<file path="src/design/gpfe_pkg.sv">
package gpfe_pkg;

  typedef enum logic [2:0] {
    PH_HUNT  = 3'd0,
    PH_SKIP1 = 3'd1,
    PH_SKIP2 = 3'd2,
    PH_LAT   = 3'd3,
    PH_GAP   = 3'd4,
    PH_LON   = 3'd5
  } phase_t;

  localparam logic [7:0] HDR_LEN     = 8'd6;
  localparam logic [7:0] FRAME_LEN_RST = 8'd65;
  localparam logic [7:0] CH_COMMA    = 8'h2C;
  localparam logic [7:0] CH_N        = 8'h4E;
  localparam logic [7:0] CH_E        = 8'h45;
  localparam logic [7:0] CNT_MAX     = 8'hFF;

  localparam logic       LINE_LAT    = 1'b0;
  localparam logic       LINE_LON    = 1'b1;

  typedef struct packed {
    logic       vld;
    logic [7:0] ch;
    logic       line;
    logic       last;
  } res_t;

  // "$GPGGA"
  function automatic logic [7:0] hdr_byte(input logic [2:0] idx);
    logic [7:0] b;
    case (idx)
      3'd0:    b = 8'h24;
      3'd1:    b = 8'h47;
      3'd2:    b = 8'h50;
      3'd3:    b = 8'h47;
      3'd4:    b = 8'h47;
      3'd5:    b = 8'h41;
      default: b = 8'h00;
    endcase
    return b;
  endfunction

endpackage

</file>
<file path="src/design/gpfe_parser.sv">
module gpfe_parser
  import gpfe_pkg::*;
(
  input  phase_t     phase,
  input  logic [7:0] byte_count,
  input  logic [7:0] rx_byte,
  input  logic [7:0] frame_length,
  output phase_t     phase_nxt,
  output logic [7:0] count_nxt,
  output res_t       res
);

  logic [7:0] cnt_inc;
  logic       hdr_hit;
  logic       done;
  phase_t     ph_step;
  logic [7:0] cnt_step;
  logic       chk_len;

  assign cnt_inc = (byte_count == CNT_MAX) ? byte_count : byte_count + 8'd1;
  assign hdr_hit = (byte_count < HDR_LEN) && (rx_byte == hdr_byte(byte_count[2:0]));

  always_comb begin
    ph_step  = phase;
    cnt_step = cnt_inc;
    chk_len  = 1'b1;
    done     = 1'b0;
    res      = '0;
    case (phase)
      PH_SKIP1: begin
        if (rx_byte == CH_COMMA) ph_step = PH_SKIP2;
      end
      PH_SKIP2: begin
        if (rx_byte == CH_COMMA) ph_step = PH_LAT;
      end
      PH_LAT: begin
        res.vld  = 1'b1;
        res.ch   = rx_byte;
        res.line = LINE_LAT;
        res.last = (rx_byte == CH_N);
        if (rx_byte == CH_N) ph_step = PH_GAP;
      end
      PH_GAP: begin
        ph_step = PH_LON;
      end
      PH_LON: begin
        res.vld  = 1'b1;
        res.ch   = rx_byte;
        res.line = LINE_LON;
        res.last = (rx_byte == CH_E);
        done     = (rx_byte == CH_E);
      end
      default: begin
        // hunting: length test only once the header completes
        ph_step  = PH_HUNT;
        chk_len  = 1'b0;
        cnt_step = 8'd0;
        if (hdr_hit) begin
          cnt_step = byte_count + 8'd1;
          if (cnt_step == HDR_LEN) begin
            ph_step = PH_SKIP1;
            chk_len = 1'b1;
          end
        end
      end
    endcase
  end

  always_comb begin
    if (done || (chk_len && (cnt_step >= frame_length))) begin
      phase_nxt = PH_HUNT;
      count_nxt = 8'd0;
    end else begin
      phase_nxt = ph_step;
      count_nxt = cnt_step;
    end
  end

endmodule

</file>
<file path="src/design/gga_position_field_extractor_unit.sv">
// An accepted input byte is registered, parsed, and its result beat registered on out_*.
// Throughput: one byte per cycle; a byte is taken every cycle unless the
// result register holds a beat the sink has not taken.
// Reset (rst_n low, synchronous): hunting the header, count zero,
// frame_length back to 65, both stages empty.
module gga_position_field_extractor_unit
  import gpfe_pkg::*;
(
  input  logic       clk,
  input  logic       rst_n,
  input  logic       in_tvalid,
  output logic       in_tready,
  input  logic [7:0] in_tdata,   // [7:0] rx_byte
  output logic       out_tvalid,
  input  logic       out_tready,
  output logic [7:0] out_tdata,  // [7:0] out_char
  output logic       out_tuser,  // [0] line_sel
  output logic       out_tlast,
  input  logic       cfg_wr_en,
  input  logic [7:0] cfg_wr_data // frame_length
);

  logic [7:0] frame_len_r;
  logic       in_vld_r;
  logic [7:0] in_byte_r;
  phase_t     phase_r, phase_nxt;
  logic [7:0] count_r, count_nxt;
  res_t       res;
  logic       out_vld_r;
  logic [7:0] out_char_r;
  logic       out_line_r;
  logic       out_last_r;
  logic       adv;

  assign adv       = in_vld_r && (!out_vld_r || out_tready);
  assign in_tready = !in_vld_r || adv;

  gpfe_parser u_parser (
    .phase        (phase_r),
    .byte_count   (count_r),
    .rx_byte      (in_byte_r),
    .frame_length (frame_len_r),
    .phase_nxt    (phase_nxt),
    .count_nxt    (count_nxt),
    .res          (res)
  );

  always_ff @(posedge clk) begin
    if (!rst_n) begin
      frame_len_r <= FRAME_LEN_RST;
    end else if (cfg_wr_en) begin
      frame_len_r <= cfg_wr_data;
    end
  end

  always_ff @(posedge clk) begin
    if (!rst_n) begin
      in_vld_r <= 1'b0;
    end else if (in_tready) begin
      in_vld_r <= in_tvalid;
    end
  end

  always_ff @(posedge clk) begin
    if (in_tready && in_tvalid) begin
      in_byte_r <= in_tdata;
    end
  end

  always_ff @(posedge clk) begin
    if (!rst_n) begin
      phase_r <= PH_HUNT;
      count_r <= 8'd0;
    end else if (adv) begin
      phase_r <= phase_nxt;
      count_r <= count_nxt;
    end
  end

  always_ff @(posedge clk) begin
    if (!rst_n) begin
      out_vld_r <= 1'b0;
    end else if (adv) begin
      out_vld_r <= res.vld;
    end else if (out_tready) begin
      out_vld_r <= 1'b0;
    end
  end

  always_ff @(posedge clk) begin
    if (adv && res.vld) begin
      out_char_r <= res.ch;
      out_line_r <= res.line;
      out_last_r <= res.last;
    end
  end

  assign out_tvalid = out_vld_r;
  assign out_tdata  = out_char_r;
  assign out_tuser  = out_line_r;
  assign out_tlast  = out_last_r;

endmodule

</file>
<file path="config.mk">
export PLATFORM = sky130hd
export DESIGN_NAME = gga_position_field_extractor_unit
export DESIGN_NICKNAME = d
export VERILOG_FILES = /design/src/design/gpfe_pkg.sv /design/src/design/gpfe_parser.sv /design/src/design/gga_position_field_extractor_unit.sv
export SDC_FILE = /design/constraint.sdc
export NUM_CORES = 1
export LEC_CHECK = 0
export BUFFER_PORTS_ARGS = -buffer_cell sky130_fd_sc_hd__buf_2
export CAP_MARGIN = 5
export CORE_ASPECT_RATIO = 1.4
export CORE_MARGIN = 2
export CORE_UTILIZATION = 35
export DETAILED_ROUTE_END_ITERATION = 16
export SYNTH_ARGS = -nofsm -noshare
export SYNTH_HDL_FRONTEND = slang
export SYNTH_SLANG_ARGS = --single-unit
</file>
<file path="constraint.sdc">
create_clock -name clk -period 3.4 [get_ports clk]
set_input_delay 0.34 -clock clk [delete_from_list [all_inputs] [get_ports clk]]
set_output_delay 0.34 -clock clk [all_outputs]
set_load 0.01 [all_outputs]
</file>
After elaboration in Yosys (flattened, before gate mapping)
Index checks and enable logic that the tools add are counted.

Magnitude comparators: 2. $add $sub $neg: 1. Reduce and logical (&&, ||, !) cells: 15. Muxes and demuxes: 19. Equal/unequal tests: 20.

Operator list (count): 2-to-1 mux 8 bit (4); case mux 7 bit (4 select lines) (1); case mux 11 bit (2 select lines) (1); equality test 8 x 7 -> 1 bit (second input constant) (2); 2-to-1 mux 3 bit (5); case mux 3 bit (5 select lines) (1); equality test 3 x 2 -> 1 bit (second input constant) (4); equality test 3 bit (second input constant) (4); inequality test 3 x 1 -> 1 bit (second input constant) (3); adder 8 x 1 -> 8 bit (second input constant) (1); equality test 8 x 3 -> 1 bit (second input constant) (1); equality test 8 x 6 -> 1 bit (second input constant) (1); equality test 8 x 7 -> 1 bit (1); equality test 8 bit (second input constant) (1); greater-or-equal comparator 8 bit (1); less-than comparator 8 x 3 -> 1 bit (second input constant) (1); 2-to-1 mux 1 bit (7); equality test 3 x 1 -> 1 bit (second input constant) (2); logical AND 1 bit (5); AND reduction 5 bit (1); OR reduction 5 bit (1); logical NOT 3 bit (1); logical OR 1 bit (3); OR reduction 3 bit (1); other kinds (3) (4).

Flip-flop bits (word level): 39. Output and inout port bits: 12. Word-level logic and storage cells: 66. Bits of input ports: 21.

Logic depth before layout (Yosys ltp)
Gate-level depths: netlist of run 1.

Depth in word-level cells: 12. Mapped depth: 16. Gate-level depth less buffers: 14.

By module
A second synthesis of run 1 with hierarchy kept.

Cells, all modules: 253. Area, all modules: 2534.9 µm².

Modules (own cells, without submodules): gga_position_field_extractor_unit (instances 1, area each 1385.1 µm², cells each 103); gpfe_parser (instances 1, area each 1149.9 µm², cells each 150).

Worst setup path after synthesis of run 1
OpenSTA, ideal clock, no wires.

Path type: reg-to-reg. Start: reg count_r[0]. End: reg phase_r[0]. Data required time: 3.280 ns. Arrival time: 3.228 ns. Cell stages (with the launch flop): 16. Path slack: 0.052 ns. Path buffers: 1. Clock period less this slack: 3.348 ns. Cell sequence: dfxtp_1 -> inv_1 -> ha_1 -> or4_1 -> o211ai_2 -> nand4_1 -> o21a_1 -> o21ai_0 -> ha_1 -> nand2_1 -> nor3_1 -> a21oi_1 -> or2_1 -> buf_1 -> o211a_1 -> a211o_1.

Cells in the longest elaborated chain, start to end: 12. Elaborated cells on any way between the ends: 32. Those cells by class: add/sub: 1; order compare: 2; eq/ne: 12; mux: 11; reduce/logical: 6.

Ends and longest elaborated chain: from (decl) (line gga_position_field_extractor_unit.sv:27) `logic [7:0] count_r, count_nxt;`; from (signal assigned) (line gga_position_field_extractor_unit.sv:76) `count_r <= count_nxt;`; equality test 3 x 1 -> 1 bit, or another cell as far along (line gpfe_pkg.sv:32) `case (idx)`; OR reduction 3 bit (no line); case mux 7 bit (4 select lines) (line gpfe_pkg.sv:32); equality test 8 x 7 -> 1 bit (line gpfe_parser.sv:21) `assign hdr_hit = (byte_count < HDR_LEN) && (rx_byte == hdr_byte(byte_count[2:0]));`; logical AND 1 bit (line gpfe_parser.sv:21); 2-to-1 mux 8 bit (line gpfe_parser.sv:58) `if (hdr_hit) begin`; 2-to-1 mux 8 bit (line gpfe_parser.sv:29) `case (phase)`; greater-or-equal comparator 8 bit (line gpfe_parser.sv:70) `if (done || (chk_len && (cnt_step >= frame_length))) begin`; logical AND 1 bit (line gpfe_parser.sv:70); logical OR 1 bit (line gpfe_parser.sv:70); inequality test 3 x 1 -> 1 bit (no line) or inequality test 2 x 1 -> 1 bit (tied branches); AND reduction 5 bit (no line); to (signal assigned) (line gga_position_field_extractor_unit.sv:75) `phase_r <= phase_nxt;`; to (decl) (line gga_position_field_extractor_unit.sv:26) `phase_t phase_r, phase_nxt;`.

Parallel ways exist; a longest one is shown, timed or not. A chain may end at the register's enable or synchronous reset.

Worst setup path after layout of run 1
Start: reg count_r[1]. End: reg count_r[2].

Cells in the longest elaborated chain, start to end: 11. Elaborated cells on any way between the ends: 24. Those cells by class: add/sub: 1; order compare: 2; eq/ne: 8; mux: 8; reduce/logical: 5.

Ends and longest elaborated chain (line): equality test 3 x 1 -> 1 bit, or another cell as far along (gpfe_pkg.sv:32); OR reduction 3 bit (no line); case mux 7 bit (4 select lines) (gpfe_pkg.sv:32); equality test 8 x 7 -> 1 bit (gpfe_parser.sv:21); logical AND 1 bit (gpfe_parser.sv:21); 2-to-1 mux 8 bit (gpfe_parser.sv:58); 2-to-1 mux 8 bit (gpfe_parser.sv:29); greater-or-equal comparator 8 bit (gpfe_parser.sv:70); logical AND 1 bit (gpfe_parser.sv:70); logical OR 1 bit (gpfe_parser.sv:70); 2-to-1 mux 8 bit (*) (gpfe_parser.sv:70).

Mark *: on every way between the ends. The rest lies on a longest branch, timed or not.

==> results of run 1 <==
## Yosys cell counts (all sizes together), types with 3 or more instances
| library cell | count | area (um2) |
|---|---|---|
| a211o | 3 | 26.3 |
| a21boi | 3 | 22.5 |
| a21oi | 7 | 35.0 |
| a32o | 7 | 70.1 |
| and2 | 13 | 81.3 |
| and3 | 4 | 25.0 |
| and3b | 3 | 26.3 |
| buf | 7 | 35.0 |
| clkbuf | 7 | 26.3 |
| dfxtp | 21 | 420 |
| edfxtp | 18 | 541 |
| ha | 12 | 150 |
| inv | 16 | 60.1 |
| mux2i | 8 | 80.1 |
| nand2 | 13 | 48.8 |
| nand2b | 6 | 37.5 |
| nand3 | 7 | 35.0 |
| nand3b | 3 | 22.5 |
| nand4 | 4 | 25.0 |
| nor2 | 12 | 45.0 |
| nor2b | 10 | 62.6 |
| nor3 | 4 | 20.0 |
| nor3b | 3 | 22.5 |
| o211a | 3 | 30.0 |
| o211ai | 3 | 27.5 |
| o21a | 4 | 31.3 |
| o21ai | 9 | 45.0 |
| or4bb | 3 | 33.8 |
| xnor2 | 4 | 35.0 |
## power groups by stage
stage	clock [W]	combinational, W	sequential, W
after floorplan	0	0.0000641	0.000526
after global placement	0	0.000100	0.000531
after detailed placement	0	0.000102	0.000530
after CTS	0.000309	0.000104	0.000520
after global routing	0.000326	0.000125	0.000521
final	0.000303	0.000112	0.000519
## routing by layer
metal / global-route usage / vias to the layer above / routed length (um)
met4: 0.0657 / 0 / 127
met5: 0 / - / 0
met1: 0.183 / 967 / 2300
met3: 0.0348 / 11 / 191
li1: - / 1013 / -
met2: 0.291 / 42 / 3070
## placed cells by master (no fill, tap or decap), types with 5 or more instances in the layout
cell	instances
inv_1	14
nor2b_1	10
nand3_1	7
nand2b_1	6
buf_2	32
ha_1	11
nand2_1	12
clkbuf_8	5
o21ai_0	5
a32o_1	7
and2_1	13
edfxtp_1	18
dfxtp_1	20
mux2i_1	8
nor2_1	12
buf_4	26
## repair_timing
item / in CTS / in global routing
pin swaps: 0 / 15
setup buffers: 0 / 2
endpoints found under the setup margin: 11 / 11
gates resized for setup: 8 / 17
hold endpoints to repair: 0 / 0
## final timing paths
path / start / end / slack [ps]
setup / recovery: count_r[1] / count_r[2] / 140
hold / removal: in_tdata[1] / in_byte_r[1] / 220
setup reg to reg: count_r[1] / count_r[2] / 140
hold reg to reg: frame_len_r[0] / frame_len_r[0] / 490
## state kept, by name (all words and copies together) (netlist names)
register     count
out_tvalid       1
out_tdata        8
count_r          8
frame_len_r      8
out_tuser        1
phase_r          3
out_tlast        1
in_vld_r         1
in_byte_r        8
## worst reg2reg max path: stages (launching register included)
cell and delay (ps):
dfxtp_4 360, buf_4 150, or4bb_1 540, o211ai_2 80, nand4_1 150, o21a_2 290, buf_6 150, o21ai_4 170
ha_4 170, nand2_2 60, nor3_2 180, a21oi_2 90, or2_4 270, o21a_4 260, a32o_1 250
## cell type report
class	instances	area (um2)
flip-flops and latches	39	965
inverters	16	60.1
fillers	665	3650
repair buffers	59	367
well taps	74	92.6
clock buffers	8	80.1
multi-input cells	177	1360
## cells by family after synthesis
logic type,Yosys count,share of synthesized area
AO/OA/AOI/OAI,55,0.181
flip-flops,39,0.407
adder cells (fa/ha/maj),12,0.0635
buffers and inverters,30,0.0514
AND/OR/NAND/NOR,96,0.241
multiplexers,8,0.0339
XOR/XNOR,6,0.0222
## per-stage QoR
stage,util,power (W),setup TNS (ps),hold WS (ps),setup WS [ps]
floorplan,-,0.000590,0,439,52.1
finish,0.444,0.000934,0,221,135
global route,0.444,0.000972,-48.6,215,-19.9
detailed placement,0.418,0.000632,-1590,479,-224
CTS,0.433,0.000933,0,219,24.1
global placement,0.418,0.000631,-491,477,-112
==> results.json, run 1 <==
{
  "critPathBufInv": 2,
  "cp_slowest_cell": "or4bb_1",
  "outcome": "finished, final reports clean",
  "fin_skew_ps": 7.92,
  "swShare": 0.246,
  "period_needed_ps": 3260,
  "io_pins": 33,
  "dp_hpwl_um": 4270,
  "clock_path_buffers": 2,
  "cts_tree": "done",
  "drtAntennaViolNets": 0,
  "root_buffer": "clkbuf_8",
  "core-area_um2": 6570,
  "design_area_um2": 2920,
  "ys_seq_elements": 39,
  "intPower_w": 0.000704,
  "rsz0062_at_grt": "yes",
  "synth_edf_count": 18,
  "whs_path_depth": 1,
  "netlist_area_um2": 2360,
  "vias_per_cell": 5.45,
  "final_nets": 331,
  "crit_path_cell_trace": "buf_4, or4bb_1, o211ai_2, nand4_1, o21a_2, buf_6, o21ai_4, ha_4, nand2_2, nor3_2, a21oi_2, or2_4, o21a_4, a32o_1",
  "dieWidth_um": 73.5,
  "cts_hold_buf": 0,
  "numCtsBuffers": 5,
  "path_class": "register to register",
  "yosysSeqAreaShare": 0.407,
  "grt_max_degree": 20,
  "rr_worst_depth": 14,
  "start_util": 0.360,
  "start_kind": "register",
  "placed_cell_area_um2": 2740,
  "worstPathArrival_ps": 3450,
  "drt_first_iter_violations": 104,
  "cpLargestDelayFamily": "simple AND/OR/NAND/NOR gates",
  "seqPwrFrac": 0.555,
  "areaGrowthSynthToFinish_pct": 23.5,
  "tightest_slew_ps": 747,
  "power_density_nw_per_um2": 320,
  "synthCells": 246,
  "synth_nets": 279,
  "wl_per_cell_um": 15.3,
  "ctsHtreeMaxLevel": 2,
  "gr-usage-all-layers": 0.162,
  "fmax_ghz": 0.306,
  "firstDrtPassIters": 4,
  "finalWirelength_um": 5690,
  "clkLatencyLatePin_ps": 300,
  "insertedDiodeCount": 0,
  "fin_crit_sh": 0.960,
  "dp.cells": 363,
  "slowest_delay_ps": 540,
  "via_count": 2033,
  "port_buffers": 32,
  "crit_required_ps": 3580,
  "ir_drop_mv": 0.173,
  "worstSetupEndpointType": "register",
  "clkTransAtPathRegs_ps": 70,
  "grt_pass1_wl_um": 9330,
  "gp_congestion": 0.911,
  "pwr-share-comb": 0.120,
  "hold_class": "input port to register",
  "p_clk_frac": 0.324,
  "dieArea_um2": 7440,
  "die_height_um": 101,
  "worstSetupPathDepth": 14,
  "hold_viol": 0,
  "max_cap_violations": 0,
  "p_switching_w": 0.000230,
  "yosysWarnings": 0,
  "row_count": 35,
  "slew_viol_final": 0,
  "avgSynthCellArea_um2": 9.61,
  "synthDistinctLibCells": 56,
  "grt_pass1_vias": 1970,
  "final_cells": 373,
  "finalSetupViolCount": 0,
  "crit_fanout": 7,
  "drc": 0,
  "antenna_found_initial": 0,
  "gr-total-overflow": 0,
  "layout-drive-gt1-share": 0.288,
  "async_reset_ff_frac": 0,
  "p_leak_nw": 1.18,
  "maxSlewHeadroom": 0.489,
  "synth-main-ff-cell": "dfxtp_1",
  "clkSinkCount": 39
}
Note: power is estimated with default switching activity, not from simulation.
==> run 2, diff against run 1 <==
==> constraint.sdc (replaced) <==
create_clock -name clk -period 3.4 [get_ports clk]
set_input_delay 0 -clock clk [delete_from_list [all_inputs] [get_ports clk]]
set_output_delay 0 -clock clk [all_outputs]
set_load 0.01 [all_outputs]
==> run 2 against run 1 <==
  * Final area grew 5.8%
  * Clock-buffer cell count is the same
  * Core utilization grew 2.6 points
  * Sequential share of layout area shrank 1.8 points
  * Critical path depth shrank 1
  * Clock power is essentially flat
  * Register-to-register slack lost 30 ps
  * Global-route usage grew 1.0 points
  * Largest power group unchanged
  * Fmax shrank 0.78%
  * Routed wire length grew 5.0%
==> results.json, run 2 (synthesized netlist as in run 1, its figures left out) <==
{
  "final_cells": 390,
  "power_w": 0.000949,
  "clock_path_buffers": 2,
  "design_area_um2": 3090,
  "final_util": 0.470,
  "antenna_found_initial": 0,
  "dieWidth_um": 73.5,
  "insertedDiodeCount": 0,
  "worstPathArrival_ps": 3470,
  "gr-total-overflow": 0,
  "dieArea_um2": 7440,
  "max_cap_violations": 0,
  "grt_pass1_vias": 2090,
  "gr-usage-all-layers": 0.172,
  "p_leak_nw": 1.25,
  "cts_tree": "done",
  "ctsHtreeMaxLevel": 2,
  "io_pins": 33,
  "cp_slowest_cell": "or4bb_1",
  "areaGrowthSynthToFinish_pct": 30.7,
  "start_kind": "register",
  "finalSetupViolCount": 0,
  "wl_per_cell_um": 15.3,
  "power_density_nw_per_um2": 307,
  "grt_util_met2": 0.315,
  "ir_drop_mv": 0.176,
  "fmax_ghz": 0.304,
  "nFillCells": 645,
  "cp_common_cell": "o21a_2",
  "path_class": "register to register",
  "drc": 0,
  "finalWirelength_um": 5980,
  "outcome": "finished, final reports clean",
  "period_needed_ps": 3290,
  "rsz0062_at_grt": "yes",
  "fin_crit_sh": 0.968,
  "core-area_um2": 6570,
  "grt_max_degree": 20,
  "dp.cells": 363,
  "crit_fanout": 7,
  "mostFrequentLayoutCell": "buf_2",
  "grt_util_met1": 0.192,
  "layout-drive-gt1-share": 0.272,
  "drtAntennaViolNets": 0,
  "dp_hpwl_um": 4270,
  "hold_viol": 0,
  "crit_required_ps": 3580,
  "worstSetupEndpointType": "register",
  "via_count": 2112,
  "firstDrtPassIters": 4,
  "drt_first_iter_violations": 120,
  "fin_skew_ps": 7.11,
  "slew_viol_final": 0,
  "root_buffer": "clkbuf_8",
  "port_buffers": 32,
  "finalWorstSetupSlack_ps": 110,
  "gp_congestion": 0.911,
  "clkSinkCount": 39,
  "tightest_slew_ps": 742,
  "die_height_um": 101,
  "worstHoldStart": "rst_n",
  "gr-usage-met3": 0.0338,
  "placed_cell_area_um2": 2740,
  "mostFrequentLayoutCells": "buf_2, buf_4, dfxtp_1, edfxtp_1, dlygate4sd3_1",
  "slowest_delay_ps": 530,
  "hold_class": "input port to register",
  "setup.worst_path.start": "count_r[1]",
  "clkLatencyLatePin_ps": 290,
  "critPathBufInv": 1,
  "maxSlewHeadroom": 0.493,
  "r2r-start": "count_r[1]",
  "top_usage_layer": "met2",
  "numCtsBuffers": 5,
  "row_count": 35,
  "cpLargestDelayFamily": "compound AO/OA/AOI/OAI gates",
  "start_util": 0.360,
  "clkTransAtPathRegs_ps": 70,
  "vias_per_cell": 5.42,
  "grt_pass1_wl_um": 9890,
  "post-place-ws_ps": -224,
  "final_nets": 348,
  "crit_path_cell_trace": "buf_4, or4bb_1, o211ai_2, nand4_1, o21a_2, nand2b_1, ha_1, nor3b_1, o21ai_1, a21oi_2, o21a_2, o211ai_1, o32ai_2"
}
[run 2: layout make-up]
type,count,area [um2],share of cell area
timing repair buffer,76,537,0.174
tap,74,92.6,0.0300
clock buffer,8,80.1,0.0259
multi-input combinational,177,1360,0.439
inverter,16,60.1,0.0194
sequential,39,965,0.312
[run 2: worst reg2reg max path, stage by stage (launching register included)]
cell	delay, ps
dfxtp_4	360
buf_4	150
or4bb_1	530
o211ai_2	80
nand4_1	150
o21a_2	290
nand2b_1	170
ha_1	270
nor3b_1	200
o21ai_1	120
a21oi_2	200
o21a_2	240
o211ai_1	130
o32ai_2	300
[run 2: report_power, final]
group | internal, W | leakage, nW | switching, W
combinational | 0.0000665 | 0.887 | 0.0000617
sequential | 0.000504 | 0.320 | 0.0000143
clock | 0.000146 | 0.0395 | 0.000156
[run 2: final timing paths]
| kind | slack, ps | cells after the start | to |
|---|---|---|---|
| worst max-delay path | 110 | 13 | count_r[0] |
| worst min-delay path | 40 | 2 | frame_len_r[0] |
| worst max register to register | 110 | 13 | count_r[0] |
| worst min register to register | 490 | 2 | frame_len_r[0] |
[run 2: routing by layer]
metal  vias up  routed length (um)
met1      1010                2400
met3        12                 200
met2        45                3230
li1       1045                   -
met4         0                 148
met5         -                   0
[run 2: timing repair]
item	in CTS	in global routing
hold endpoints to repair	17	0
hold buffers	17	0
buffers inserted	0	2
pin swaps	0	15
resized for setup	8	17
setup endpoints to repair	11	11
[run 2: metrics by stage]
stage	TNS, ps	hold slack (ps)
4_1_cts	0	42.2
2_1_floorplan	0	98.9
6_report	0	37.8
3_5_place_dp	-1590	178
5_1_grt	-29.4	75.7
3_3_place_gp	-491	177
